<file path="src/design/pitot_airspeed_estimator_unit_macros.svh">
// ----------------------------------------------------------------------------
// pitot_airspeed_estimator_unit_macros
// assertion macros for the airspeed estimator
// ----------------------------------------------------------------------------
`ifndef PITOT_AIRSPEED_ESTIMATOR_UNIT_MACROS_SVH
`define PITOT_AIRSPEED_ESTIMATOR_UNIT_MACROS_SVH

// property must hold in the cycle after the trigger
`define PAE_ASSERT_NEXT(label, clk, rst, trig, prop) \
  label: assert property (@(posedge clk) disable iff (rst) (trig) |=> (prop)) \
    else $error("assertion failed");

// property must hold in the same cycle as the trigger
`define PAE_ASSERT_NOW(label, clk, rst, trig, prop) \
  label: assert property (@(posedge clk) disable iff (rst) (trig) |-> (prop)) \
    else $error("assertion failed");

`endif

</file>
<file path="src/design/pae_sqrt.sv">
// ----------------------------------------------------------------------------
// pae_sqrt
// digit-by-digit integer square root, one result bit per cycle
// ----------------------------------------------------------------------------
module pae_sqrt (
  input  logic        clk,
  input  logic        rst,
  input  logic        start,
  input  logic [63:0] radicand,
  output logic        done,
  output logic [31:0] root
);
  logic [63:0] val;
  logic [33:0] rem;
  logic [31:0] res;
  logic [5:0]  cnt;
  logic        busy;
  logic [33:0] shifted;
  logic [33:0] trial;

  always_comb begin
    shifted = {rem[31:0], val[63:62]};
    trial   = shifted - {res, 2'b01};
  end

  always_ff @(posedge clk) begin
    if (rst) begin
      busy <= 1'b0;
      done <= 1'b0;
    end else begin
      done <= 1'b0;
      if (start) begin
        busy <= 1'b1;
        val  <= radicand;
        rem  <= '0;
        res  <= '0;
        cnt  <= 6'd0;
      end else if (busy) begin
        val <= {val[61:0], 2'b00};
        if (!trial[33]) begin
          rem <= trial;
          res <= {res[30:0], 1'b1};
        end else begin
          rem <= shifted;
          res <= {res[30:0], 1'b0};
        end
        cnt <= cnt + 6'd1;
        if (cnt == 6'd31) begin
          busy <= 1'b0;
          done <= 1'b1;
        end
      end
    end
  end
  assign root = res;
endmodule

</file>
<file path="config.mk">
export PLATFORM = sky130hd
export DESIGN_NAME = pae_sqrt
export DESIGN_NICKNAME = d
export VERILOG_FILES = /design/src/design/pitot_airspeed_estimator_unit_macros.svh /design/src/design/pae_sqrt.sv
export SDC_FILE = /design/constraint.sdc
export NUM_CORES = 1
export LEC_CHECK = 0
export ABC_CLOCK_PERIOD_IN_PS = 13100
export CAP_MARGIN = 20
export CORE_ASPECT_RATIO = 0.9
export CORE_MARGIN = 2
export CORE_UTILIZATION = 35
export DETAILED_ROUTE_END_ITERATION = 10
export DONT_BUFFER_PORTS = 1
export MAX_ROUTING_LAYER = met4
export SLEW_MARGIN = 20
export SYNTH_ARGS = -nofsm -noshare
export SYNTH_HDL_FRONTEND = slang
export SYNTH_SLANG_ARGS = --single-unit
</file>
<file path="constraint.sdc">
create_clock -name clk -period 13.1 [get_ports clk]
set_input_delay 1.31 -clock clk [delete_from_list [all_inputs] [get_ports clk]]
set_output_delay 1.31 -clock clk [all_outputs]
set_load 0.05 [all_outputs]
</file>
==> flow_metrics.env <==
export IMPL_antenna_found_initial=2
export IMPL_sw_frac_of_total_pct=30.8
export IMPL_unrepaired_setup_endpoints_after_global_routing="false"
export IMPL_ys_types=62
export IMPL_timing_hold_violations_final=0
export IMPL_irDropWorstVdd_v=0.0000796
export IMPL_crit_chain="inv_1 > ha_1 > or3_1 > o221ai_2 > o311a_2 > nor2_2 > o211a_4 > a211oi_4 > buf_4 > mux2i_1 > nor2_1"
export IMPL_critical_path_endpoint_type="flip-flop"
export IMPL_timing_critical_path_slowest_cell_delay_ns=0.70
export IMPL_placedCellCount=898
export IMPL_detailedPlace_worstSlack_ns=8.97
export IMPL_critical_path_top_delay_family="compound AO/OA/AOI/OAI gates"
export IMPL_avgRoutedWirePerCell_um=15.9
export IMPL_p_clk_share_pct=35.2
export IMPL_boundaryPins=100
export IMPL_drive_gt1_share_pct=17.4
export IMPL_dieHeight_um=143
export IMPL_gp_routability_congestion=0.825
export IMPL_cts_sink_count=136
export IMPL_combinationalPowerShare_pct=21.4
export IMPL_dp_hpwl_um=10100
export IMPL_clk_root_buffer_cell="sky130_fd_sc_hd__clkbuf_16"
export IMPL_htreeDepth=4
export IMPL_synth_async_reset_ratio_pct=0
export IMPL_cts_buffers_inserted=17
export IMPL_drt_pass1_iterations=5
export IMPL_post_dp_cell_area_um2=7800
export IMPL_clkTransAtPathRegs_ns=0.06
export IMPL_post_cts_resize_count=0
export IMPL_post_layout_nonfiller_instances=932
export IMPL_tns_ns=0
export IMPL_vias=4774
export IMPL_flow_area_growth_from_synthesis_pct=10.9
export IMPL_grt_pass1_wl_um=24700
export IMPL_min_delay_path_class="reg2reg"
export IMPL_cts_setup_buffers=0
export IMPL_finish_stage_setup_viols=0
export IMPL_route_detailed_drc=0
export IMPL_hold_buffers=0
export IMPL_p_switching_uw=399
export IMPL_globalRouteOverflowTotal=0
export IMPL_finalCoreUtilization_pct=39.9
export IMPL_postRouteAntennaNets=0
export IMPL_fin_nets=731
export IMPL_yosysSeqAreaShare_pct=53.9
export IMPL_yosys_most_used_dff="sky130_fd_sc_hd__edfxtp_1"
export IMPL_count_of_state_elements_after_synthesis=136
export IMPL_worst_path_buf_inv=2
export IMPL_num_rows=50
export IMPL_clock_latency_of_the_later_clocked_register_in_the_worst_skew_pair_ns=0.42
export IMPL_first_global_vias=5028
export IMPL_run_status="completed"
export IMPL_start_util_pct=36.0
export IMPL_seqPwrFrac_pct=43.4
export IMPL_grt_max_degree=137
export IMPL_synth_edff_count=134
export IMPL_final_period_minus_worst_setup_slack_ns=4.07
export IMPL_floorplan_core_area_um2=21000
export IMPL_tightest_slew_ns=1.02
export IMPL_syn_instance_count=634
export IMPL_count_of_filler_cells_inserted_in_the_layout=2035
export IMPL_max_clock_path_buffers=2
export IMPL_worst_setup_path_type="reg2reg"
export IMPL_worst_ep_arrival_time_ns=4.23
export IMPL_totalWireLength_um=14800
export IMPL_die_area_um2=22700
export IMPL_buffer_ports_inserted=0
export IMPL_cp_max_fo=25
export IMPL_worst_hold_startpoint="busy$_SDFF_PP0_"
export IMPL_power_density_nw_per_um2=155
export IMPL_grt_total_usage_pct=14.2
export IMPL_critical_path_startpoint="root[2]$_SDFFCE_PP0P_"
export IMPL_max_cap_violations=0
export IMPL_relative_slew_slack_pct=32.2
export IMPL_synth_warning_count=0
export IMPL_slew_violations=0
export IMPL_totalPowerFinal_mw=1.30
export IMPL_tritoncts="built"
export IMPL_synth_area_per_cell_um2=11.9
export IMPL_fmax_ghz=0.246
export IMPL_vias_per_cell=5.12
export IMPL_design_area_um2=8360
export IMPL_critical_path_required_ns=13.26
export IMPL_die_width_um=159
export IMPL_cp_start_kind="flip-flop"
export IMPL_crit_path_top_delay_cell="sky130_fd_sc_hd__a211oi_4"
export IMPL_syn_cell_area_um2=7540
export IMPL_fin_skew_ns=0.00930
export IMPL_cellLeakagePower_nw=3.06
export IMPL_post_route_period_util_pct=31.1
export IMPL_internal_power_uw=898
export IMPL_hold_worst_slack_ns=0.526
export IMPL_rr_startpoint="root[2]$_SDFFCE_PP0P_"
export IMPL_synth_nets=734
export IMPL_drt_initial_drc_count=248
export IMPL_fin_ws_ns=9.03
-- power groups by stage --
stage / logic, mW / clock network (mW) / registers (mW)
after floorplan: 0.243 / 0 / 0.570
after global placement: 0.271 / 0 / 0.572
after detailed placement: 0.278 / 0 / 0.573
after CTS: 0.280 / 0.469 / 0.564
after global routing: 0.313 / 0.487 / 0.568
final: 0.278 / 0.456 / 0.563
-- Yosys cell counts (3+ instances only) --
cell                         n  area share (%)
sky130_fd_sc_hd__and4_1      3            0.35
sky130_fd_sc_hd__a211oi_2    7             1.2
sky130_fd_sc_hd__nor3_1     10            0.66
sky130_fd_sc_hd__edfxtp_1  134              53
sky130_fd_sc_hd__nand3_1     7            0.46
sky130_fd_sc_hd__nand2_1    25             1.2
sky130_fd_sc_hd__or3_1       4            0.33
sky130_fd_sc_hd__o211ai_1    5            0.50
sky130_fd_sc_hd__clkbuf_1   17            0.85
sky130_fd_sc_hd__and3_1      4            0.33
sky130_fd_sc_hd__o31ai_1     7            0.70
sky130_fd_sc_hd__and2_1      3            0.25
sky130_fd_sc_hd__o22ai_1     3            0.25
sky130_fd_sc_hd__mux2i_1    18             2.4
sky130_fd_sc_hd__a31oi_1     3            0.25
sky130_fd_sc_hd__a211oi_1    5            0.50
sky130_fd_sc_hd__nor2b_1     5            0.42
sky130_fd_sc_hd__ha_1       33             5.5
sky130_fd_sc_hd__nand4_1     4            0.33
sky130_fd_sc_hd__xor2_1     11             1.3
sky130_fd_sc_hd__inv_1      42             2.1
sky130_fd_sc_hd__a21oi_1    44             2.9
sky130_fd_sc_hd__nand2b_1    6            0.50
sky130_fd_sc_hd__nor2_1     80             4.0
sky130_fd_sc_hd__mux2_2     62             9.3
sky130_fd_sc_hd__a21o_1      4            0.40
sky130_fd_sc_hd__o21a_1     11             1.1
sky130_fd_sc_hd__xnor2_1    17             2.0
sky130_fd_sc_hd__nor3b_1     5            0.50
sky130_fd_sc_hd__o21ai_0    12            0.80
sky130_fd_sc_hd__buf_6       4            0.60
-- routing by layer --
metal,routed length [µm],vias up,track usage [%]
met5,0,-,-
met4,146,0,4.13
met3,1040,12,4.95
met2,7090,125,22.4
met1,6510,2284,17.3
li1,-,2353,-
-- kinds of logic after synthesis --
| kind of cell | count (synthesis) | synth area share [%] |
|---|---|---|
| xor+xnor | 28 | 3.25 |
| flops | 136 | 53.9 |
| compound gates | 123 | 11.5 |
| fa+ha+maj | 33 | 5.48 |
| mux | 80 | 11.7 |
| simple gates | 167 | 10.4 |
| buf+inv | 67 | 3.77 |
-- path summary, 6_finish.rpt --
path / end / slack (ns) / cells after the start
setup / recovery: rem[15]$_SDFFCE_PP0P_ / 9.03 / 11
hold / removal: done$_SDFF_PP0_ / 0.53 / 1
setup reg to reg: rem[15]$_SDFFCE_PP0P_ / 9.03 / 11
hold reg to reg: done$_SDFF_PP0_ / 0.53 / 1
-- cell type report --
| class | count | area [µm²] | share of cell area [%] |
|---|---|---|---|
| Antenna cell | 2 | 5.00 | 0.0599 |
| Clock buffer | 18 | 429 | 5.13 |
| Clock inverter | 14 | 129 | 1.54 |
| Inverter | 42 | 158 | 1.89 |
| Multi-Input combinational cell | 431 | 3200 | 38.2 |
| Sequential cell | 136 | 4060 | 48.6 |
| Tap cell | 286 | 358 | 4.28 |
| Timing Repair Buffer | 3 | 22.5 | 0.269 |
-- worst reg2reg max path, stage by stage, from the launching register on --
cell                       delay [ns]
sky130_fd_sc_hd__edfxtp_1        0.68
sky130_fd_sc_hd__inv_1           0.14
sky130_fd_sc_hd__ha_1            0.29
sky130_fd_sc_hd__or3_1           0.41
sky130_fd_sc_hd__o221ai_2        0.24
sky130_fd_sc_hd__o311a_2         0.22
sky130_fd_sc_hd__nor2_2          0.06
sky130_fd_sc_hd__o211a_4         0.26
sky130_fd_sc_hd__a211oi_4        0.70
sky130_fd_sc_hd__buf_4           0.50
sky130_fd_sc_hd__mux2i_1         0.26
sky130_fd_sc_hd__nor2_1          0.06
-- sequential cells by signal, summed over array words and instances, names as in the netlist --
signal	count
rem	32
root	32
cnt	6
busy	1
val	64
done	1
-- placed cells by master (no fill, tap or decap), types with 3 or more instances in the layout --
cell                         Yosys  routed
sky130_fd_sc_hd__xnor2_1        17      17
sky130_fd_sc_hd__a211oi_1        5       5
sky130_fd_sc_hd__mux2_2         62      62
sky130_fd_sc_hd__nor2b_1         5       5
sky130_fd_sc_hd__o31ai_1         7       7
sky130_fd_sc_hd__xor2_1         11      11
sky130_fd_sc_hd__edfxtp_1      134     134
sky130_fd_sc_hd__nand4_1         4       4
sky130_fd_sc_hd__nor3b_1         5       5
sky130_fd_sc_hd__clkinvlp_4      0       3
sky130_fd_sc_hd__o22ai_1         3       3
sky130_fd_sc_hd__nand2b_1        6       6
sky130_fd_sc_hd__and2_1          3       3
sky130_fd_sc_hd__or3_1           4       4
sky130_fd_sc_hd__a31oi_1         3       3
sky130_fd_sc_hd__a21oi_1        44      44
sky130_fd_sc_hd__nand2_1        25      25
sky130_fd_sc_hd__o21a_1         11      11
sky130_fd_sc_hd__inv_8           0       4
sky130_fd_sc_hd__mux2i_1        18      18
sky130_fd_sc_hd__nor3_1         10      10
sky130_fd_sc_hd__o211ai_1        5       5
sky130_fd_sc_hd__and3_1          4       4
sky130_fd_sc_hd__nand3_1         7       7
sky130_fd_sc_hd__nor2_1         80      79
sky130_fd_sc_hd__buf_4           0       3
sky130_fd_sc_hd__inv_1          42      42
sky130_fd_sc_hd__inv_6           0       6
sky130_fd_sc_hd__and4_1          3       3
sky130_fd_sc_hd__a21o_1          4       4
sky130_fd_sc_hd__o21ai_0        12      12
sky130_fd_sc_hd__ha_1           33      33
sky130_fd_sc_hd__a211oi_2        7       7
sky130_fd_sc_hd__clkbuf_16       0      17
Note: power is estimated with default switching activity, not from simulation.
