$ cat src/design/pitot_airspeed_estimator_unit_macros.svh
// ----------------------------------------------------------------------------
// pitot_airspeed_estimator_unit_macros
// assertion macros for the airspeed estimator
// ----------------------------------------------------------------------------
`ifndef PITOT_AIRSPEED_ESTIMATOR_UNIT_MACROS_SVH
`define PITOT_AIRSPEED_ESTIMATOR_UNIT_MACROS_SVH

// property must hold in the cycle after the trigger
`define PAE_ASSERT_NEXT(label, clk, rst, trig, prop) \
  label: assert property (@(posedge clk) disable iff (rst) (trig) |=> (prop)) \
    else $error("assertion failed");

// property must hold in the same cycle as the trigger
`define PAE_ASSERT_NOW(label, clk, rst, trig, prop) \
  label: assert property (@(posedge clk) disable iff (rst) (trig) |-> (prop)) \
    else $error("assertion failed");

`endif

$ cat src/design/pae_pkg.sv
// ----------------------------------------------------------------------------
// pae_pkg
// shared types and constants of the pitot airspeed estimator
// ----------------------------------------------------------------------------
package pae_pkg;

  localparam int MaxSamples   = 255;
  localparam int PressureBits = 20;

  localparam logic [1:0] CfgSensorPresent = 2'd0;
  localparam logic [1:0] CfgComputePeriod = 2'd1;
  localparam logic [1:0] CfgPublishPeriod = 2'd2;
  localparam logic [1:0] CfgAlpha         = 2'd3;

  localparam logic OpSample = 1'b0;
  localparam logic OpTick   = 1'b1;

  typedef struct packed {
    logic                   op;
    logic [PressureBits-1:0] diff_pressure;
    logic [15:0]             temperature_centik;
    logic [16:0]             static_pressure_pa;
  } in_item_t;

  typedef struct packed {
    logic [15:0] airspeed_cms;
  } out_item_t;

  typedef struct packed {
    logic [2:0]  index;
    logic [31:0] data;
  } cfg_item_t;

  // control between the sequencer and the serial divider
  typedef struct packed {
    logic        start;
    logic [63:0] dividend;
    logic [31:0] divisor;
  } div_req_t;

  typedef struct packed {
    logic        done;
    logic [63:0] quotient;
  } div_rsp_t;

endpackage

$ cat src/design/pae_div.sv
// ----------------------------------------------------------------------------
// pae_div
// restoring divider, one quotient bit per cycle, unsigned
// ----------------------------------------------------------------------------
module pae_div (
  input  logic              clk,
  input  logic              rst,
  input  pae_pkg::div_req_t req,
  output pae_pkg::div_rsp_t rsp
);
  logic [63:0] quo;
  logic [32:0] rem;
  logic [31:0] dvs;
  logic [6:0]  cnt;
  logic        busy;
  logic        done;
  logic [32:0] trial;

  always_comb begin
    trial = {rem[31:0], quo[63]} - {1'b0, dvs};
  end

  always_ff @(posedge clk) begin
    if (rst) begin
      busy <= 1'b0;
      done <= 1'b0;
    end else begin
      done <= 1'b0;
      if (req.start) begin
        busy <= 1'b1;
        quo  <= req.dividend;
        dvs  <= req.divisor;
        rem  <= '0;
        cnt  <= 7'd0;
      end else if (busy) begin
        if (!trial[32]) begin
          rem <= trial;
          quo <= {quo[62:0], 1'b1};
        end else begin
          rem <= {rem[31:0], quo[63]};
          quo <= {quo[62:0], 1'b0};
        end
        cnt <= cnt + 7'd1;
        if (cnt == 7'd63) begin
          busy <= 1'b0;
          done <= 1'b1;
        end
      end
    end
  end
  assign rsp = '{done: done, quotient: quo};
endmodule

$ cat config.mk
export PLATFORM = sky130hd
export DESIGN_NAME = pae_div
export DESIGN_NICKNAME = d
export VERILOG_FILES = /design/src/design/pitot_airspeed_estimator_unit_macros.svh /design/src/design/pae_pkg.sv /design/src/design/pae_div.sv
export SDC_FILE = /design/constraint.sdc
export NUM_CORES = 1
export LEC_CHECK = 0
export BUFFER_PORTS_ARGS = -buffer_cell sky130_fd_sc_hd__buf_4
export CORE_UTILIZATION = 45
export CTS_CLUSTER_SIZE = 10
export DETAILED_ROUTE_END_ITERATION = 6
export PLACE_DENSITY = 0.68
export SLEW_MARGIN = 20
export SYNTH_ARGS = -nofsm -noshare
export SYNTH_HDL_FRONTEND = slang
export SYNTH_SLANG_ARGS = --single-unit
export TNS_END_PERCENT = 100
$ cat constraint.sdc
create_clock -name clk -period 14.9 [get_ports clk]
set_clock_uncertainty 0.05 [all_clocks]
set_input_delay 1.49 -clock clk [delete_from_list [all_inputs] [get_ports clk]]
set_output_delay 1.49 -clock clk [all_outputs]
set_load 0.1 [all_outputs]
==> tab_implementation.tex <==
\begin{tabular}{lr}
\hline
Metric & Value \\
\hline
\multicolumn{2}{l}{\textbf{CTS}} \\
\quad CTS tree & done \\
\quad Post-CTS Setup Bufs & 0 \\
\quad Number of hold buffers added after CTS & 0 \\
\quad H-tree depth & 4 \\
\quad Clock Sink Count & 137 \\
\quad Root Buffer & sky130\_fd\_sc\_hd\_\_clkbuf\_16 \\
\quad Resized cells post-CTS & 0 \\
\quad CTS clk-pin slew, worst paths & 60 ps \\
\quad CTS Buf Count & 17 \\
\quad Worst-Skew Late Latency & 420 ps \\
\quad Number of buffers between clock root and the deepest sink & 2 \\
\multicolumn{2}{l}{\textbf{Floorplanning}} \\
\quad Die area & 0.0168 mm\^{}2 \\
\quad Width of the chip & 130 um \\
\quad Effective utilization at floorplan & 0.461 \\
\quad Die boundary height & 130 um \\
\quad I/O pins & 164 \\
\quad Area of the core & 0.0159 mm\^{}2 \\
\quad Site Rows & 46 \\
\multicolumn{2}{l}{\textbf{Setup path}} \\
\quad Signal arrival time at the worst endpoint & 4030 ps \\
\quad Kind of capture point of the worst setup path & flop \\
\quad Crit path max-delay cell type & sky130\_fd\_sc\_hd\_\_nor2\_8 \\
\quad CP Launch Type & flop \\
\quad Biggest fanout along the worst timing path & 37 \\
\quad Required arrival time at the worst endpoint & 14990 ps \\
\quad Kind of critical path & reg2reg \\
\quad Family with the most delay on the worst path & compound AO/OA/AOI/OAI gates \\
\quad RR Startpoint & quo[63] \\
\quad Worst reg2reg setup slack & 10960 ps \\
\quad Logic depth of the worst register-to-register path & 12 \\
\quad Worst reg2reg path endpoint & rem[24] \\
\quad Highest cell delay on the worst timing path & 610 ps \\
\quad Worst path bufs/invs & 1 \\
\quad CP Cell Sequence & inv\_1 -> ha\_1 -> fa\_1 -> nand2b\_1 -> a21oi\_1 -> o21a\_1 -> a311o\_1 -> a31oi\_1 -> a221o\_2 -> nor2\_8 -> mux2i\_1 -> nor2\_1 \\
\multicolumn{2}{l}{\textbf{Final layout}} \\
\quad Fraction of layout instances using a drive strength above 1 & 0.360 \\
\quad Final cell utilization of the core & 0.585 \\
\quad Area overhead of the layout relative to synthesis & 26.9\% \\
\quad Fill cell count & 1345 \\
\quad NumNets Final & 875 \\
\quad Antenna Diode Count & 0 \\
\multicolumn{2}{l}{\textbf{Status}} \\
\quad Result of the run & complete, no violations \\
\multicolumn{2}{l}{\textbf{Run}} \\
\quad Count of max-cap constraint violations & 0 \\
\multicolumn{2}{l}{\textbf{Synth}} \\
\quad Yosys cell types & 56 \\
\quad Flip-flop cell with the highest count after synthesis & sky130\_fd\_sc\_hd\_\_edfxtp\_1 \\
\quad Post-synth EDFFs & 135 \\
\quad Yosys top cell area share & 0.554 \\
\quad FFs w/ async S/R, synth & 0 \\
\quad Synthesis warning total & 0 \\
\quad Post-synthesis area per instance & 12.6 um\^{}2 \\
\quad Top cell type by total area after synthesis & sky130\_fd\_sc\_hd\_\_edfxtp\_1 \\
\quad Sequential-to-total area share from yosys stat & 0.559 \\
\quad Post-synth net total & 712 \\
\quad Seq cells post-synth & 137 \\
\quad Cell area after technology mapping & 0.00732 mm\^{}2 \\
\quad Count leader, synth & sky130\_fd\_sc\_hd\_\_edfxtp\_1 \\
\quad Synthesized netlist cell count & 579 \\
\quad Ranking of synthesized cells by area & sky130\_fd\_sc\_hd\_\_edfxtp\_1 55\%, sky130\_fd\_sc\_hd\_\_mux2\_2 9.8\%, sky130\_fd\_sc\_hd\_\_ha\_1 5.6\% \\
\quad Most instantiated cells after synthesis & 135 x sky130\_fd\_sc\_hd\_\_edfxtp\_1, 64 x sky130\_fd\_sc\_hd\_\_mux2\_2, 45 x sky130\_fd\_sc\_hd\_\_nor2\_1 \\
\multicolumn{2}{l}{\textbf{Pwr}} \\
\quad Power Total & 1.22 mW \\
\quad Worst supply voltage drop on vdd & 0.0846 mV \\
\quad Pwr dens & 131 mW/mm\^{}2 \\
\quad Leakage dissipation & 3.77 nW \\
\multicolumn{2}{l}{\textbf{Timing}} \\
\quad Highest Clock Rate & 254 MHz \\
\quad Slew @ Worst Pin & 1010 ps \\
\quad Max transition margin & 0.328 \\
\quad Number of pins exceeding their max-slew limit in the final report & 0 \\
\quad Hold Worst Slack & 431 ps \\
\quad Portion of the clock cycle consumed by the worst path in the final layout & 0.264 \\
\quad Setup repair after global routing missed its margin & false \\
\quad Final min period & 3940 ps \\
\quad Final-report hold violation count & 0 \\
\quad Final number of setup-violating endpoints & 0 \\
\quad Sum of negative setup slack & 0 ps \\
\multicolumn{2}{l}{\textbf{Min path}} \\
\quad Hold Path Depth & 1 \\
\quad Endpoint of the worst hold path & done \\
\quad Hold Path Class & reg2reg \\
\quad Startpoint of the most critical hold path & busy \\
\multicolumn{2}{l}{\textbf{GRT}} \\
\quad Largest net degree at the start of global routing & 72 \\
\quad Number of global-route vias before repair & 5350 \\
\quad Wire length of the first global-routing pass & 25800 um \\
\quad Overflow left after global routing & 0 \\
\quad Antenna violations before repair & 0 \\
\quad Aggregate global-route resource usage & 0.203 \\
\multicolumn{2}{l}{\textbf{Drt}} \\
\quad Number of nets with antenna violations after detailed routing & 0 \\
\quad Number of remaining DRC errors & 0 \\
\quad Number of vias in the routed layout & 5142 \\
\quad DR WL/cell & 16.8 um \\
\quad Total detailed-routing wirelength & 16400 um \\
\quad Vias per cell & 5.30 \\
\quad Number of design-rule violations left by the first detailed-router iteration & 314 \\
\quad First-pass iteration count of the detailed router & 4 \\
\multicolumn{2}{l}{\textbf{Place}} \\
\quad Number of buffers added on ports & 163 \\
\quad Placer congestion estimate & 0.847 \\
\quad Hpwl dp & 11700 um \\
\hline
\end{tabular}
[worst max path at each step]
stage | start | to | slack, ps | depth (start not counted)
after floorplan | req[96] | cnt[0] | 8150 | 3
after CTS | quo[63] | rem[28] | 10900 | 12
after detailed placement | req[96] | quo[16] | 10520 | 4
final | quo[63] | rem[24] | 10960 | 12
after global routing | quo[63] | rem[28] | 10650 | 12
after global placement | req[96] | quo[15] | 10600 | 4
[cell usage in the layout, fill, tap and decap left out, types with 9 or more instances in the layout]
cell | synthesis | layout
sky130_fd_sc_hd__nand2b_1 | 9 | 9
sky130_fd_sc_hd__xnor2_1 | 21 | 21
sky130_fd_sc_hd__nor2_1 | 45 | 44
sky130_fd_sc_hd__mux2i_1 | 22 | 22
sky130_fd_sc_hd__a21oi_1 | 34 | 34
sky130_fd_sc_hd__clkbuf_16 | 0 | 17
sky130_fd_sc_hd__mux2_2 | 64 | 64
sky130_fd_sc_hd__nand2_1 | 23 | 23
sky130_fd_sc_hd__edfxtp_1 | 135 | 135
sky130_fd_sc_hd__ha_1 | 33 | 33
sky130_fd_sc_hd__nand3_1 | 13 | 13
sky130_fd_sc_hd__a21o_1 | 10 | 10
sky130_fd_sc_hd__buf_4 | 1 | 166
sky130_fd_sc_hd__o21ai_0 | 19 | 19
sky130_fd_sc_hd__inv_1 | 40 | 40
[worst reg2reg max path: cells and delay by family, from the launching register on]
kind                     cells  cell delay, ps
buffers and inverters        1              60
AND/OR/NAND/NOR              3             840
flip-flops                   1             350
adder cells (fa/ha/maj)      2             620
multiplexers                 1             290
AO/OA/AOI/OAI                5            1450
[area by class of cell]
cell class | instances | area (um^2) | share of cell area
clock buffers | 19 | 433 | 0.0466
repair buffers | 166 | 1250 | 0.134
inverters | 40 | 150 | 0.0162
multi-input cells | 380 | 2980 | 0.321
well taps | 216 | 270 | 0.0291
flip-flops and latches | 137 | 4090 | 0.441
clock inverters | 13 | 120 | 0.0129
[per-layer routing]
layer | part of all wire | global-route usage | vias up
met3 | 0.088 | 0.0921 | 19
met1 | 0.40 | 0.223 | 2462
met5 | 0 | 0 | -
met2 | 0.50 | 0.349 | 166
li1 | - | - | 2495
met4 | 0.014 | 0.0677 | 0
[state kept, by name, indices dropped and copies added, names as in the netlist]
register  count
dvs          32
cnt           7
done          1
busy          1
quo          64
rem          32
[cell families (layout without fill, tap and decap cells)]
| kind of cell | Yosys count | count (layout) | share of synthesized area |
|---|---|---|---|
| XOR/XNOR | 29 | 29 | 0.0347 |
| adder cells (fa/ha/maj) | 34 | 34 | 0.0591 |
| AND/OR/NAND/NOR | 123 | 123 | 0.0824 |
| buffers and inverters | 62 | 238 | 0.0355 |
| multiplexers | 88 | 88 | 0.133 |
| flip-flops | 137 | 137 | 0.559 |
| AO/OA/AOI/OAI | 106 | 106 | 0.0967 |
[report_power, final]
| group | switching (mW) | internal, mW | leakage [nW] | total (mW) |
|---|---|---|---|---|
| Combinational | 0.211 | 0.125 | 2.20 | 0.336 |
| Clock | 0.170 | 0.231 | 0.266 | 0.401 |
| Sequential | 0.0161 | 0.464 | 1.31 | 0.480 |
[per-stage QoR]
stage          area (um^2)  worst slack, ps  cells
2_1_floorplan         7320             8150    579
3_3_place_gp          8740            10600    939
3_5_place_dp          8740            10520    939
4_1_cts               9290            10900    971
5_1_grt               9290            10650    971
6_report              9290            10960    971
No activity file was read; power rests on OpenSTA's default activity.
