$ cat config.mk
export PLATFORM = sky130hd
export DESIGN_NAME = pae_mul
export DESIGN_NICKNAME = d
export VERILOG_FILES = /design/src/design/pitot_airspeed_estimator_unit_macros.svh /design/src/design/pae_mul.sv
export SDC_FILE = /design/constraint.sdc
export NUM_CORES = 1
export LEC_CHECK = 0
export ABC_CLOCK_PERIOD_IN_PS = 8400
export BUFFER_PORTS_ARGS = -buffer_cell sky130_fd_sc_hd__clkbuf_2
export CAP_MARGIN = 25
export CORE_UTILIZATION = 31
export CTS_BUF_LIST = sky130_fd_sc_hd__clkbuf_4
export CTS_CLUSTER_DIAMETER = 80
export DETAILED_ROUTE_END_ITERATION = 16
export PLACE_DENSITY = 0.58
export SYNTH_ARGS = -nofsm -noshare
export SYNTH_HDL_FRONTEND = slang
export SYNTH_SLANG_ARGS = --single-unit
$ cat constraint.sdc
create_clock -name clk -period 8.4 [get_ports clk]
set_input_delay 0.84 -clock clk [delete_from_list [all_inputs] [get_ports clk]]
set_output_delay 0.84 -clock clk [all_outputs]
set_load 0.05 [all_outputs]
$ cat src/design/pitot_airspeed_estimator_unit_macros.svh
// ----------------------------------------------------------------------------
// pitot_airspeed_estimator_unit_macros
// assertion macros for the airspeed estimator
// ----------------------------------------------------------------------------
`ifndef PITOT_AIRSPEED_ESTIMATOR_UNIT_MACROS_SVH
`define PITOT_AIRSPEED_ESTIMATOR_UNIT_MACROS_SVH

// property must hold in the cycle after the trigger
`define PAE_ASSERT_NEXT(label, clk, rst, trig, prop) \
  label: assert property (@(posedge clk) disable iff (rst) (trig) |=> (prop)) \
    else $error("assertion failed");

// property must hold in the same cycle as the trigger
`define PAE_ASSERT_NOW(label, clk, rst, trig, prop) \
  label: assert property (@(posedge clk) disable iff (rst) (trig) |-> (prop)) \
    else $error("assertion failed");

`endif

$ cat src/design/pae_mul.sv
// ----------------------------------------------------------------------------
// pae_mul
// shift-and-add multiplier, one multiplier bit per cycle, unsigned
// ----------------------------------------------------------------------------
module pae_mul (
  input  logic        clk,
  input  logic        rst,
  input  logic        start,
  input  logic [47:0] mcand,
  input  logic [31:0] mplier,
  output logic        done,
  output logic [79:0] product
);
  logic [31:0] mp;
  logic [79:0] mc;
  logic [5:0]  cnt;
  logic        busy;

  always_ff @(posedge clk) begin
    if (rst) begin
      busy <= 1'b0;
      done <= 1'b0;
    end else begin
      done <= 1'b0;
      if (start) begin
        busy    <= 1'b1;
        mp      <= mplier;
        mc      <= {32'd0, mcand};
        product <= '0;
        cnt     <= 6'd0;
      end else if (busy) begin
        if (mp[0]) begin
          product <= product + mc;
        end
        mp  <= {1'b0, mp[31:1]};
        mc  <= {mc[78:0], 1'b0};
        cnt <= cnt + 6'd1;
        if (cnt == 6'd31) begin
          busy <= 1'b0;
          done <= 1'b1;
        end
      end
    end
  end
endmodule

==> reports/results.tsv, run 1 <==
metric	value	unit
WL/cell	17.4	µm
Syn Area/Cell	10.5	µm²
CTS Buf Count	17	
post-synthesis async set-or-reset flop share	0	%
Required @ worst endpoint	8.81	ns
Root Buffer	sky130_fd_sc_hd__clkbuf_4	
path type of the worst setup path	reg -> reg	
Final Max Slew Viols	0	
Port Buf Inserts	163	
worst ir drop on vdd	0.0745	mV
insertion delay to the later sink of the worst-skew pair	0.65	ns
CP startpoint	product[0]	
Total Power Consumption	2.69	mW
Clock Sink Count	200	
core occupancy in the finished layout	35.7	%
initial antenna violation count	2	
number of global-route vias before repair	9522	
setup_tns	0	ns
unrepaired setup endpoints after global routing	false	
status	complete, no violations	
number of violations of the max-capacitance limit	0	
maximum root-to-sink buffer count	2	
relative slew slack	38.7	%
minimum clock period after layout	3.77	ns
cell types occupying the most area after synthesis	sky130_fd_sc_hd__edfxtp_1 (47%), sky130_fd_sc_hd__ha_1 (7.9%), sky130_fd_sc_hd__mux2_2 (7.0%)	
proportion of layout cells with a drive suffix above 1	22.4	%
category of the worst setup path capture point	register	
classification of the worst-slack hold path	in -> reg	
number of synthesized flops with an enable pin	198	
placement row count	73	
half-perimeter wire length after detailed placement	24.3	mm
Layout Area Growth over Synthesis	12.7	%
CTS hold repair buffers	0	
horizontal extent of the die	204	µm
CTS tree	built	
highest net fanout along the worst path	4	
final setup violation count	0	
starting utilization of the core area	31.6	%
overall routed net length	32.5	mm
number of distinct library cell variants in the gate-level netlist after synthesis	64	
clock-pin transition on the worst setup and hold timing paths	0.17	ns
commonest register cell after synthesis	sky130_fd_sc_hd__edfxtp_1	
startpoint type of the worst setup path	register	
detailed-route via count	9633	
areal power density over the cells	189	nW/µm²
proportion of synthesized chip area in sequential cells	47.4	%
total grt overflow	0	
Final GP Congestion	0.924	
DRT iter0 DRCs	671	
static leakage	5.49	nW
gr usage total	15.9	%
post-CTS setup-driven buffer insertion count	0	
DRC Markers	0	
count of synthesis-stage warnings from yosys	0	
post-route ant nets	0	
fraction of the cycle the final worst path needs	44.8	%
largest net degree at the start of global routing	131	
arrival time of the worst setup path	4.18	ns
mean number of vias per cell	5.15	
top-level I/O count	164	
Core Footprint	39900	µm²
worst-margin pin slew	0.917	ns
FF+latch count, synth	200	
height of the die	204	µm
wire length of the first global-routing pass	52.0	mm
share of the synthesized area in the top cell type	47.1	%
launch instance of the worst min-delay path	rst	
achievable clock frequency	266	MHz
RR Startpoint	product[0]	
TritonRoute pass-1 iters	5	
maximum clock skew at final layout	0.0350	ns
Synth Cell Area	12600	µm²
fin nets	1493	
number of levels in the clock H-tree	4	
number of nets produced by synthesis	1370	
die area	41600	µm²
final hold violation count	0	
cell type contributing the most total cell area after synthesis	sky130_fd_sc_hd__edfxtp_1	
synthesized instance count	1206	
number of instances resized during post-cts repair	0	
layout filler cell count	4045	
-- state kept, by name, summed over array words and instances (netlist names) --
signal and flops:
mc 80, product 80, mp 32, cnt 6
busy 1, done 1
-- stage by stage --
| stage | hold WS (ns) | cell area, µm² | setup slack (ns) | instances |
|---|---|---|---|---|
| finish | 0.459 | 14200 | 4.63 | 1869 |
| global route | 0.373 | 14200 | 4.45 | 1869 |
| CTS | 0.374 | 14200 | 4.64 | 1867 |
| detailed placement | 0.521 | 13900 | 4.68 | 1835 |
| global placement | 0.528 | 13900 | 4.71 | 1834 |
| floorplan | 0.492 | 12600 | 1.41 | 1206 |
-- kinds of logic (layout without fill, tap and decap cells) --
logic type / count (synthesis) / in the layout / synth area share (%)
fa+ha+maj: 81 / 81 / 8.08
compound gates: 309 / 309 / 15.3
other cells: 0 / 2 / 0
xor+xnor: 70 / 70 / 4.85
simple gates: 373 / 373 / 14.0
buf+inv: 88 / 224 / 2.76
flops: 200 / 200 / 47.4
mux: 85 / 85 / 7.58
-- cell type report --
class / instances / area [µm²] / area share [%]
Timing Repair Buffer: 168 / 892 / 6.27
Tap cell: 525 / 657 / 4.61
Clock buffer: 18 / 135 / 0.949
Antenna cell: 2 / 5.00 / 0.0352
Inverter: 24 / 90.1 / 0.633
Multi-Input combinational cell: 918 / 6310 / 44.3
Sequential cell: 200 / 5990 / 42.1
Clock inverter: 14 / 158 / 1.11
-- critical path, cell delays in order (launching register included) --
cell and delay, ns:
sky130_fd_sc_hd__edfxtp_1 0.43, sky130_fd_sc_hd__ha_1 0.26, sky130_fd_sc_hd__fa_1 0.41, sky130_fd_sc_hd__a21oi_1 0.23, sky130_fd_sc_hd__o211a_1 0.24, sky130_fd_sc_hd__nor3_1 0.10, sky130_fd_sc_hd__nand3b_1 0.22, sky130_fd_sc_hd__a21oi_1 0.14
sky130_fd_sc_hd__o21ba_1 0.23, sky130_fd_sc_hd__a211oi_2 0.45, sky130_fd_sc_hd__o21bai_2 0.20, sky130_fd_sc_hd__a21oi_1 0.28, sky130_fd_sc_hd__mux2_1 0.34
-- cells in the mapped netlist, types with 6 or more instances --
| master | n |
|---|---|
| sky130_fd_sc_hd__nand4_1 | 31 |
| sky130_fd_sc_hd__xnor2_1 | 46 |
| sky130_fd_sc_hd__inv_1 | 24 |
| sky130_fd_sc_hd__edfxtp_1 | 198 |
| sky130_fd_sc_hd__nor2b_1 | 45 |
| sky130_fd_sc_hd__clkbuf_1 | 50 |
| sky130_fd_sc_hd__o21ai_0 | 61 |
| sky130_fd_sc_hd__a21oi_1 | 113 |
| sky130_fd_sc_hd__a211oi_1 | 10 |
| sky130_fd_sc_hd__mux2_1 | 7 |
| sky130_fd_sc_hd__o21ai_1 | 12 |
| sky130_fd_sc_hd__o21bai_1 | 19 |
| sky130_fd_sc_hd__mux2_2 | 78 |
| sky130_fd_sc_hd__nand2b_1 | 6 |
| sky130_fd_sc_hd__nand3_1 | 27 |
| sky130_fd_sc_hd__nor2_1 | 133 |
| sky130_fd_sc_hd__ha_1 | 80 |
| sky130_fd_sc_hd__nor3_1 | 21 |
| sky130_fd_sc_hd__a21o_1 | 34 |
| sky130_fd_sc_hd__nor4_1 | 6 |
| sky130_fd_sc_hd__xor2_1 | 24 |
| sky130_fd_sc_hd__buf_2 | 9 |
| sky130_fd_sc_hd__nand2_1 | 76 |
-- layer usage --
layer	wire length, µm	vias up	global-route usage, %
li1	-	4721	-
met4	404	0	3.89
met3	1660	24	3.48
met1	15600	4619	21.9
met5	0	-	0
met2	14800	269	25.2
-- report_power, final --
group / internal (mW) / total (mW) / switching, mW / leakage, nW
Clock: 0.188 / 0.567 / 0.379 / 0.157
Sequential: 1.20 / 1.25 / 0.0451 / 1.93
Combinational: 0.306 / 0.870 / 0.564 / 3.40
-- final timing paths --
check	endpoint	slack [ns]	cells past startpoint
worst max register to register	product[60]	4.63	12
worst max-delay path	product[60]	4.63	12
worst min register to register	done	0.55	1
worst min-delay path	busy	0.46	2
-- cells in the final DEF, fill, tap and decap left out, types with 6 or more instances in the layout --
cell type / count
sky130_fd_sc_hd__xnor2_1: 46
sky130_fd_sc_hd__a211oi_1: 10
sky130_fd_sc_hd__o21ai_0: 61
sky130_fd_sc_hd__xor2_1: 24
sky130_fd_sc_hd__inv_6: 7
sky130_fd_sc_hd__inv_1: 24
sky130_fd_sc_hd__nand2b_1: 6
sky130_fd_sc_hd__nor2_1: 131
sky130_fd_sc_hd__o21bai_1: 19
sky130_fd_sc_hd__edfxtp_1: 198
sky130_fd_sc_hd__nand2_1: 76
sky130_fd_sc_hd__a21oi_1: 113
sky130_fd_sc_hd__clkbuf_4: 18
sky130_fd_sc_hd__nand4_1: 31
sky130_fd_sc_hd__a21o_1: 34
sky130_fd_sc_hd__nor2b_1: 45
sky130_fd_sc_hd__o21ai_1: 12
sky130_fd_sc_hd__clkbuf_2: 162
sky130_fd_sc_hd__mux2_1: 7
sky130_fd_sc_hd__nor3_1: 21
sky130_fd_sc_hd__ha_1: 80
sky130_fd_sc_hd__mux2_2: 78
sky130_fd_sc_hd__nand3_1: 27
sky130_fd_sc_hd__nor4_1: 6
(Power assumes the default switching activity.)
==> inputs of run 2 (changes only) <==
--- a/config.mk
+++ b/config.mk
@@ -5,14 +5,14 @@
 export SDC_FILE = /design/constraint.sdc
 export NUM_CORES = 1
 export LEC_CHECK = 0
-export ABC_CLOCK_PERIOD_IN_PS = 8400
+export ABC_CLOCK_PERIOD_IN_PS = 3200
 export BUFFER_PORTS_ARGS = -buffer_cell sky130_fd_sc_hd__clkbuf_2
 export CAP_MARGIN = 25
 export CORE_UTILIZATION = 31
 export CTS_BUF_LIST = sky130_fd_sc_hd__clkbuf_4
 export CTS_CLUSTER_DIAMETER = 80
 export DETAILED_ROUTE_END_ITERATION = 16
-export PLACE_DENSITY = 0.58
+export PLACE_DENSITY = 0.6
 export SYNTH_ARGS = -nofsm -noshare
 export SYNTH_HDL_FRONTEND = slang
 export SYNTH_SLANG_ARGS = --single-unit
==> constraint.sdc (replaced) <==
create_clock -name clk -period 3.2 [get_ports clk]
set_input_delay 0.32 -clock clk [delete_from_list [all_inputs] [get_ports clk]]
set_output_delay 0.32 -clock clk [all_outputs]
set_load 0.05 [all_outputs]
==> run 2 against run 1 <==
The flow now finishes with violations (negative setup slack). Sequential power rose to 2.6 times the previous value. Die area stayed put. Power grew to 2.8 times the previous value. Wire length is 5.0% higher. Hold slack worse by 0.35 ns. First-iteration DRC count down 1.9%. Count of clock-buffer cells in the layout is 1 higher. Core utilization increased by 6.3 points. Worst setup slack worse by 4.7 ns. Final area rose by 18%. Clock skew increased by 0.0018 ns. Register-to-register slack got worse by 4.7 ns. Critical path type unchanged. Critical endpoint is now product[68]. Largest power group unchanged. Highest routed layer unchanged.
==> reports/results.tsv, run 2 (synthesis gave the netlist of run 1 again) <==
metric	value	unit	change
number of violations of the max-capacitance limit	0		unchanged
initial antenna violation count	2		unchanged
starting utilization of the core area	31.6	%	unchanged
fraction of the cycle the final worst path needs	101	%	+56 points
layout filler cell count	3860		-4.6%
minimum setup slack in the final design	-0.0346	ns	-4.67 ns
TritonRoute pass-1 iters	5		unchanged
combined area of the multi-input logic cells	6720	µm²	+6.5%
number of global-route vias before repair	10600		+11%
CP startpoint	product[25]		
WL/cell	16.1	µm	-7.4%
Root Buffer	sky130_fd_sc_hd__clkbuf_4		
path type of the worst setup path	reg -> reg		
critical register-to-register path endpoint	product[68]		
Post-Place Cells	1985		+8.2%
detailed-route via count	10600		+10%
mean number of vias per cell	5.01		-2.8%
most common cell after layout, fill and taps aside	sky130_fd_sc_hd__edfxtp_1		
cell type of the slowest stage on the worst timing path	sky130_fd_sc_hd__edfxtp_1		
Regs by FF count	mc x80, product x80, mp x32		
Required @ worst endpoint	3.61	ns	-5.20 ns
largest net degree at the start of global routing	106		-19%
areal power density over the cells	455	nW/µm²	+140%
Core Footprint	39900	µm²	unchanged
switch share	35.1	%	-1.7 points
post-route ant nets	0		unchanged
unrepaired setup endpoints after global routing	true		
minimum clock period after layout	3.23	ns	-0.530 ns
DRC Markers	0		unchanged
proportion of layout cells with a drive suffix above 1	33.1	%	+11 points
CTS tree	built		
sequence of cells on the critical path	ha_4 > a21oi_2 > o21ai_1 > or3b_1 > a21boi_2 > o221ai_2 > o21ba_4 > a211oi_4 > o21bai_4 > a221oi_2 > mux2_1		
maximum root-to-sink buffer count	2		unchanged
failing checks	negative setup slack		
static leakage	6.71	nW	+22%
CTS Buf Count	17		unchanged
Port Buf Inserts	163		unchanged
depth of the worst register-to-register path	11		-1
insertion delay to the later sink of the worst-skew pair	0.65	ns	about the same
placement row count	73		unchanged
number of levels in the clock H-tree	4		unchanged
classification of the worst-slack hold path	in -> reg		
sequential cell area	5990	µm²	unchanged
maximum clock skew at final layout	0.0369	ns	+0.00182 ns
clock-pin transition on the worst setup and hold timing paths	0.16	ns	about the same
relative slew slack	52.1	%	+13 points
startpoint type of the worst setup path	register		
P_int	4.94	mW	+190%
status	complete, but fails checks		
switching power	2.67	mW	+170%
Final Max Slew Viols	0		unchanged
die area	41600	µm²	unchanged
worst ir drop on vdd	0.311	mV	+320%
Layout Area Growth over Synthesis	32.6	%	
WHS	0.107	ns	-0.352 ns
horizontal extent of the die	204	µm	unchanged
top-level I/O count	164		unchanged
commonest cells after routing, fill and taps aside	sky130_fd_sc_hd__edfxtp_1 (198), sky130_fd_sc_hd__buf_4 (169), sky130_fd_sc_hd__clkbuf_2 (162), sky130_fd_sc_hd__nor2_1 (131), sky130_fd_sc_hd__a21oi_1 (102)		
arrival time of the worst setup path	3.64	ns	-0.54 ns
final hold violation count	0		unchanged
Cell Count, Final, Fillers Out	2119		+13%
highest net fanout along the worst path	6		+2
category of the worst setup path capture point	register		
half-perimeter wire length after detailed placement	24.4	mm	+0.23%
wire length of the first global-routing pass	54.5	mm	+4.7%
Critical Path End	product[68]		
DRT iter0 DRCs	658		-1.9%
worst reg-to-reg setup slack	-0.03	ns	-4.67 ns
Gate power share	37.5	%	+5.1 points
portion of total power attributed to sequential cells	43.1	%	-3.4 points
worst-margin pin slew	0.708	ns	-0.209 ns
Clock Sink Count	200		unchanged
fin nets	1743		+17%
final setup violation count	2		+2
RR Startpoint	product[25]		
clock share of power	19.4	%	-1.7 points
setup_tns	-0.0356	ns	-0.0356 ns
achievable clock frequency	309	MHz	+16%
total grt overflow	0		unchanged
largest stage delay on the critical path	0.47	ns	+0.02 ns
overall routed net length	34.1	mm	+5.0%
gr usage total	16.5	%	+0.59 points
height of the die	204	µm	unchanged
Final GP Congestion	0.864		-6.5%
==> run 2: changes by cell type in the layout (fill, tap and decap cells not counted), sizes merged <==
cell and change:
buf +169, bufinv +1, clkbuf +1, clkinv +5, dlygate4sd3 +81, inv -7
==> run 2: cell type report <==
class                      instances  area share [%]
antenna                            2          0.0299
clock buffer                      19           0.852
clock inverter                    13           0.919
inverter                          24           0.538
multi-input combinational        918            40.2
sequential                       200            35.8
tap                              525            3.92
timing repair buffer             418            17.8
==> run 2: power by group through the flow <==
stage / clock [mW] / sequential (mW) / combinational (mW)
final: 1.48 / 3.28 / 2.86
after global routing: 1.62 / 3.31 / 3.12
after CTS: 1.55 / 3.28 / 2.74
after detailed placement: 0 / 3.34 / 2.61
after global placement: 0 / 3.33 / 2.59
after floorplan: 0 / 3.62 / 1.43
==> run 2: worst max-delay path: cells and delay by family (launching register included) <==
| kind | cells | cell delay [ns] |
|---|---|---|
| simple gates | 1 | 0.37 |
| mux | 1 | 0.34 |
| flops | 1 | 0.47 |
| compound gates | 8 | 1.56 |
| fa+ha+maj | 1 | 0.30 |
==> run 2: worst min path at each step <==
stage,from,to,slack (ns),cells after the start
2_1_floorplan,rst,busy,0.40,1
3_3_place_gp,busy,done,0.52,1
3_5_place_dp,busy,done,0.53,1
4_1_cts,start,mc[58],0.04,2
5_1_grt,start,mc[55],0.07,2
6_report,start,product[66],0.11,2
==> run 2: metrics by stage <==
stage	area [µm²]	power (mW)	utilization (%)	setup WS, ns
final	16700	7.62	41.9	-0.0346
after global routing	16700	8.05	41.9	-0.173
after CTS	16300	7.57	41.0	-0.0527
after detailed placement	15100	5.95	37.8	-0.212
after global placement	15100	5.92	37.8	-0.202
after floorplan	12700	5.05	-	-0.134
==> run 2: timing repair <==
item,in CTS,in global routing
resized for setup,22,50
endpoints found under the hold margin,82,0
endpoints found under the setup margin,16,25
pin swaps,18,27
setup buffers,6,15
hold buffers,81,0
==> run 2: per-layer routing <==
layer	track usage, %	wire [µm]	vias to the layer above
li1	-	-	5230
met1	22.4	16100	5111
met2	26.9	16100	236
met3	2.63	1300	36
met4	4.56	590	0
met5	0	0	-
